===== src/design/jcq_ram.sv =====
// Generic single-write, single-read RAM with registered read data.
module jcq_ram #(
    parameter int WIDTH = 8,
    parameter int DEPTH = 16
) (
    input  logic                     clk,
    input  logic                     we,
    input  logic [$clog2(DEPTH)-1:0] waddr,
    input  logic [WIDTH-1:0]         wdata,
    input  logic                     re,
    input  logic [$clog2(DEPTH)-1:0] raddr,
    output logic [WIDTH-1:0]         rdata
);

    logic [WIDTH-1:0] mem [DEPTH];

    always_ff @(posedge clk)
    begin
        if (we)
        begin
            mem[waddr] <= wdata;
        end
        if (re)
        begin
            rdata <= mem[raddr];
        end
    end

endmodule


===== config.mk =====
export PLATFORM = sky130hd
export DESIGN_NAME = jcq_ram
export DESIGN_NICKNAME = d
export VERILOG_FILES = /design/src/design/jcq_ram.sv
export SDC_FILE = /design/constraint.sdc
export NUM_CORES = 1
export LEC_CHECK = 0
export ABC_AREA = 1
export BUFFER_PORTS_ARGS = -buffer_cell sky130_fd_sc_hd__buf_2
export CAP_MARGIN = 10
export CORE_ASPECT_RATIO = 0.7
export CORE_MARGIN = 2
export CORE_UTILIZATION = 24
export CTS_BUF_LIST = sky130_fd_sc_hd__clkbuf_2 sky130_fd_sc_hd__clkbuf_4 sky130_fd_sc_hd__clkbuf_8
export CTS_CLUSTER_SIZE = 40
export DETAILED_ROUTE_END_ITERATION = 12
export HOLD_SLACK_MARGIN = 0.05
export PLACE_DENSITY_LB_ADDON = 0.08
export SLEW_MARGIN = 20
export SYNTH_ARGS = -nofsm -noshare
export SYNTH_HDL_FRONTEND = slang
export SYNTH_SLANG_ARGS = --single-unit

===== constraint.sdc =====
create_clock -name clk -period 1.3 [get_ports clk]
set_clock_uncertainty 0.05 [all_clocks]
set_input_delay 0.195 -clock clk [delete_from_list [all_inputs] [get_ports clk]]
set_output_delay 0.195 -clock clk [all_outputs]
set_load 0.05 [all_outputs]

After elaboration in Yosys (flattened, before gate mapping)

Memories as Yosys holds them, arrays and structs flattened. A register that Yosys moved wholly into a read port is not among the register bits.
Cells that the tools add are included.
Widths: inputs -> output; s select.

Mux-type cells: 2

Operator list:

| cell   | number |
|---|---|
| $mux 1 | 2 |

RAM bits: 128
Output and inout port bits: 8
Memories kept: 1
Flip-flop bits (word level): 0
Logic and storage cells: 3
Bits of input ports: 19

Memories:

| name | words | bits a word | rd ports | clocked after memory_dff | wr ports | RTL line | source |
|---|---|---|---|---|---|---|---|
| mem  | 16    | 8           | 1        | 1                        | 1        | 15       | `logic [WIDTH-1:0] mem [DEPTH];` |

Longest topological paths before layout

Gate-level depths: netlist (run 1).

Word-level depth: 2
Depth in mapped cells: 8
Depth with buffers taken out: 7

Worst setup path before layout (run 1)

No wires, ideal clock.

Path kind: input -> register
Start point: input port waddr[3]
End point: memory mem[4][0], enable pin
Cell stages on the path: 2
Buffers on the path: 0
Library setup time: 0.370 ns
Required time: 0.880 ns
Slack: 0.104 ns
Data arrival time: 0.776 ns
Cell sequence: nand3b_1 > nor2_1

RTL lines:

| element     | RTL line | source |
|---|---|---|
| from (decl) | 8        | `input logic [$clog2(DEPTH)-1:0] waddr,` |
| to (decl)   | 15       |  |

No word-level cell before the write port.

Worst setup path after layout (run 1)

Start point: register rdata[3], read port of mem
End point: output port rdata[3]

RTL lines:

| element     | RTL line | source |
|---|---|---|
| from (decl) | 12       | `output logic [WIDTH-1:0] rdata` |

No word-level cell between the ends.

==> flow_metrics.tcl, run 1 <==
set metrics [dict create \
    status "finished, violations left" \
    failed_checks "negative setup slack" \
    hold_path_end "rdata[4]$_DFFE_PP_" \
    synth_top_cell_area_share_pct 69.8 \
    synthTopCellsByArea "edfxtp_1 (70%), nand2_1 (11%), nand3_1 (8.3%), inv_1 (6.4%), buf_6 (1.2%)" \
    worstPathArrival_ns 1.13 \
    r2r_cells 6 \
    cts_tree "yes" \
    die_w_um 191 \
    yosys_warnings 0 \
    antenna_cells 0 \
    synth_cells 551 \
    seq_area_frac_synth_pct 69.8 \
    vias 3877 \
    power-per-cell-area_nw_per_um2 1240 \
    dpl.hpwl_mm 11.3 \
    leakage_nw 2.97 \
    grt_max_degree 30 \
    critPathBufInv 1 \
    ant_nets 0 \
    r2r_start "mem[3][6]$_DFFE_PP_" \
    drtIter0Drc 296 \
    die_area_sq_um 25600 \
    hp-class "in2reg" \
    fp-row-count 47 \
    fin_crit_ns 1.38 \
    drive_gt1_share_pct 16.2 \
    syn_to_final_growth_pct 20.1 \
    fin_nets 630 \
    globalplace.congestion 0.766 \
    dr.pass1.iters 7 \
    finalMaxSlewViolations 0 \
    synth.distinct_cells 11 \
    grt_antenna_before_repair 0 \
    rsz0062_at_grt "true" \
    clock_path_buffers 2 \
    cp_cell_sequence "buf_6" \
    reg2reg_slack_ns 0.07 \
    syn-cell-area_sq_um 5850 \
    yosysTopAreaCell "edfxtp_1" \
    ios 27 \
    fill_cells 2516 \
    clkTransAtPathRegs_ns 0.07 \
    htree_levels 4 \
    crit_path_max_incr_delay_ns 0.49 \
    cts_sinks 136 \
    crit_path_start "rdata[3]$_DFFE_PP_" \
    syn_area_per_cell_sq_um 10.6 \
    hold_buffers 0 \
    via_per_inst 4.12 \
    die_h_um 135 \
    grt_pass1_wl_mm 25.0 \
    cp-start-kind "register" \
    relSlewSlack_pct 68.5 \
    hold_depth 1 \
    path_max_fanout 1 \
    hold_viol_final 0 \
    port_buffers 26 \
    fmax_ghz 0.725 \
    worstMarginPinSlew_ns 0.472 \
    grtUsageTotal_pct 14.1 \
    start_util_pct 24.6 \
    drc_errors 0 \
    max_cap_viol_count 0 \
    min_period_over_period_pct 106 \
    totalWireLength_mm 17.1 \
    drt-wirelength-per-cell_um 18.1 \
    path_delay_family "flip-flops" \
    r2r-end "rdata[6]$_DFFE_PP_" \
    ys_ff_latch 136 \
    cts_made_buffers 17 \
    crit_required_ns 1.05 \
    syn_nets 570 \
    finalSetupTns_ns -0.114 \
    slowest_stage "edfxtp_1" \
    core_area_sq_um 23800 \
    finalSetupViolCount 2 \
    grt_overflow 0 \
    finalHoldWorstSlack_ns 0.107 \
    path_class "reg2out" \
    worstHoldStart "re" \
    insertion_delay_ns 0.44 \
    grt_pass1_vias 3775 \
    cp-end-kind "output pin" \
    root_buffer "clkbuf_8" \
    peakVddDrop_uv 546 \
    setup_slack_ns -0.0789 \
]
-- per-stage QoR --
stage | instances | power [mW] | setup WS [ns] | util [%] | cell area (sq um)
2_1_floorplan | 551 | 5.47 | 0.104 | - | 5850
3_3_place_gp | 910 | 5.89 | -0.371 | 27.9 | 6630
3_5_place_dp | 910 | 5.88 | -0.343 | 27.9 | 6630
4_1_cts | 940 | 8.83 | -0.115 | 29.3 | 6970
5_1_grt | 940 | 9.09 | -0.126 | 29.6 | 7020
6_report | 940 | 8.74 | -0.0789 | 29.6 | 7020
-- logic make-up after synthesis --
family	count (synthesis)	synth area share, %
buffers and inverters	126	9.39
and+or+nand+nor	289	20.8
DFF	136	69.8
-- synthesized netlist by cell type --
cell type and instances:
inv_2 2, nand3_1 97, buf_2 13, buf_1 1, buf_6 6, nor2_1 17
buf_4 4, nand2_1 173, inv_1 100, edfxtp_1 136, nand3b_1 2
-- layout make-up --
type / instances / area (sq um) / share of cell area (%)
clock buffer: 22 / 272 / 3.87
clock inverter: 8 / 33.8 / 0.481
inverter: 102 / 383 / 5.45
multi-input combinational: 289 / 1260 / 17.9
sequential: 136 / 4080 / 58.2
tap: 318 / 398 / 5.67
timing repair buffer: 65 / 594 / 8.47
-- how the worst max path moves through the flow --
stage,endpoint,slack [ns],depth (start not counted)
6_report,rdata[3],-0.08,1
5_1_grt,rdata[3],-0.13,1
4_1_cts,rdata[3],-0.11,1
3_5_place_dp,rdata[3]$_DFFE_PP_,-0.34,9
3_3_place_gp,rdata[3]$_DFFE_PP_,-0.37,9
2_1_floorplan,mem[4][0]$_DFFE_PP_,0.10,2
-- flip-flops by register name, indices dropped and copies added (netlist names) --
name and flops:
mem 128, rdata 8
-- placed cells by master, fill, tap and decap left out, drive strengths merged --
cell type  instances
nand2            173
edfxtp           136
inv              102
nand3             97
buf               65
clkbuf            22
nor2              17
clkinv             8
nand3b             2
-- routing by layer --
layer | vias up | global-route usage, % | wire (um)
met3 | 9 | 3.25 | 789
met4 | 0 | 3.06 | 125
met5 | - | 0 | 0
li1 | 1900 | - | -
met2 | 85 | 19.7 | 7060
met1 | 1883 | 21.7 | 9070
-- timing repair --
| action | 4_1_cts | 5_1_grt |
|---|---|---|
| endpoints found under the setup margin | 7 | 11 |
| gates resized for setup | 12 | 13 |
| buffers inserted | 0 | 0 |
-- power by group --
group	switching (mW)	internal, mW	leakage (nW)
Clock	1.57	1.36	0.165
Combinational	0.572	0.271	1.57
Sequential	0.0343	4.94	1.24
Total	2.17	6.56	2.97
Power figures use the tool's default switching activity.
==> run 2, diff against run 1 <==
CAP_MARGIN = 20   (was 10)
CTS_BUF_LIST = unset   (was sky130_fd_sc_hd__clkbuf_2 sky130_fd_sc_hd__clkbuf_4 sky130_fd_sc_hd__clkbuf_8)
==> flow_metrics.tcl, run 2 (synthesis results as in run 1) <==
set metrics [dict create \
    status "finished, violations left" \
    failed_checks "negative setup slack" \
    setup_slack_ns -0.0634 \
    htree_levels 4 \
    finalSetupTns_ns -0.0830 \
    largest_registers "mem: 128 flops, rdata: 8 flops" \
    peakVddDrop_uv 896 \
    finalSetupViolCount 2 \
    cts_made_buffers 17 \
    clkTransAtPathRegs_ns 0.06 \
    final_cell_mix "nand2_1 (172), edfxtp_1 (136), inv_1 (100), nand3_1 (89), buf_4 (30)" \
    globalplace.congestion 0.766 \
    path_class "reg2out" \
    finalNonFillerCells 940 \
    regArea_sq_um 4080 \
    cp-end-kind "output pin" \
    slowest_stage "edfxtp_1" \
    fin_crit_ns 1.36 \
    ios 27 \
    p_clk_share_pct 41.2 \
    grtUsageTotal_pct 14.1 \
    vias 3887 \
    p_sw_mw 2.30 \
    power_frac_seq_pct 50.4 \
    relSlewSlack_pct 70.2 \
    min_period_over_period_pct 105 \
    fill_cells 2500 \
    hold_buffers 0 \
    fp-row-count 47 \
    multi_input_area_sq_um 1260 \
    wl_met3_um 666 \
    internal_power_mw 7.57 \
    clock_path_buffers 2 \
    route.layer.met1.wl_mm 9.13 \
    top_register "mem" \
    final_common_cell "nand2_1" \
    die_h_um 135 \
    rsz0062_at_grt "true" \
    cts_sinks 136 \
    grt_antenna_before_repair 0 \
    placed_cell_area_sq_um 6630 \
    start_util_pct 24.6 \
    fmax_ghz 0.733 \
    leakage_nw 3.03 \
    finalHoldWorstSlack_ns 0.127 \
    met2_wirelength_mm 7.04 \
    placed_cells 910 \
    root_buffer "clkbuf_16" \
    die_w_um 191 \
    drtIter0Drc 309 \
    drc_errors 0 \
    largest_reg_flops 128 \
    grt_max_degree 30 \
    grt_overflow 0 \
    cp_cell_sequence "buf_6" \
    utilization_pct 30.2 \
    drive_gt1_share_pct 15.4 \
    dpl.hpwl_mm 11.3 \
    critPathBufInv 1 \
    ant_nets 0 \
    worstMarginPinSlew_ns 0.447 \
    antenna_cells 0 \
    finalMaxSlewViolations 0 \
    top_layer "met4" \
    worstPathArrival_ns 1.12 \
    fin_nets 630 \
    insertion_delay_ns 0.42 \
    via_per_inst 4.14 \
    power_frac_comb_pct 8.4 \
    hold_viol_final 0 \
    cts_tree "yes" \
    grt_pass1_wl_mm 25.1 \
    hp-class "in2reg" \
    path_max_fanout 1 \
    grt_pass1_vias 3832 \
    core_area_sq_um 23800 \
    port_buffers 26 \
    stdcell_area_sq_um 7170 \
    crit_path_max_incr_delay_ns 0.50 \
    dr.pass1.iters 5 \
    power-per-cell-area_nw_per_um2 1380 \
    drt-wirelength-per-cell_um 18.1 \
    totalWireLength_mm 17.0 \
    crit_required_ns 1.05 \
    cp-start-kind "register" \
    syn_to_final_growth_pct 22.6 \
    die_area_sq_um 25600 \
    max_cap_viol_count 0 \
    path_delay_family "flip-flops" \
    p_sw_share_pct 23.3 \
]
## run 2: cell counts in the layout (fill, tap and decap cells not counted)
Identical to the previous run, type by type.
## run 2: worst paths after layout
check	startpoint	endpoint	slack, ns	cells past startpoint
worst min register to register	mem[12][1]$_DFFE_PP_	rdata[1]$_DFFE_PP_	0.69	6
worst max-delay path	rdata[3]$_DFFE_PP_	rdata[3]	-0.06	1
worst min-delay path	re	rdata[4]$_DFFE_PP_	0.13	1
worst max register to register	mem[1][1]$_DFFE_PP_	rdata[1]$_DFFE_PP_	0.09	6
## run 2: layer usage
layer / vias to the layer above / GRT usage [%]
met5: - / 0
met4: 0 / 4.35
met3: 13 / 3.07
met2: 84 / 19.7
met1: 1882 / 21.6
li1: 1908 / -
## run 2: area by class of cell
type,count,area share (%)
clock buffers,22,6.20
clock inverters,8,0.471
inverters,102,5.34
multi-input cells,289,17.5
flip-flops and latches,136,57.0
well taps,318,5.55
repair buffers,65,7.94
## run 2: timing repair
item | CTS | global route
pin swaps | 0 | 0
endpoints found under the setup margin | 3 | 9
gates resized for setup | 6 | 11
buffers inserted | 0 | 0
## run 2: through the flow
stage / total power, mW / setup slack, ns
finish: 9.87 / -0.0634
global route: 10.2 / -0.0815
CTS: 10.0 / -0.0811
detailed placement: 5.88 / -0.343
global placement: 5.89 / -0.371
floorplan: 5.47 / 0.104
## run 2: power groups by stage
| stage | Clock (mW) | Combinational, mW | Sequential [mW] |
|---|---|---|---|
| floorplan | 0 | 0.346 | 5.13 |
| global placement | 0 | 0.822 | 5.06 |
| detailed placement | 0 | 0.817 | 5.07 |
| CTS | 4.19 | 0.829 | 4.98 |
| global route | 4.35 | 0.912 | 4.98 |
| finish | 4.07 | 0.826 | 4.98 |
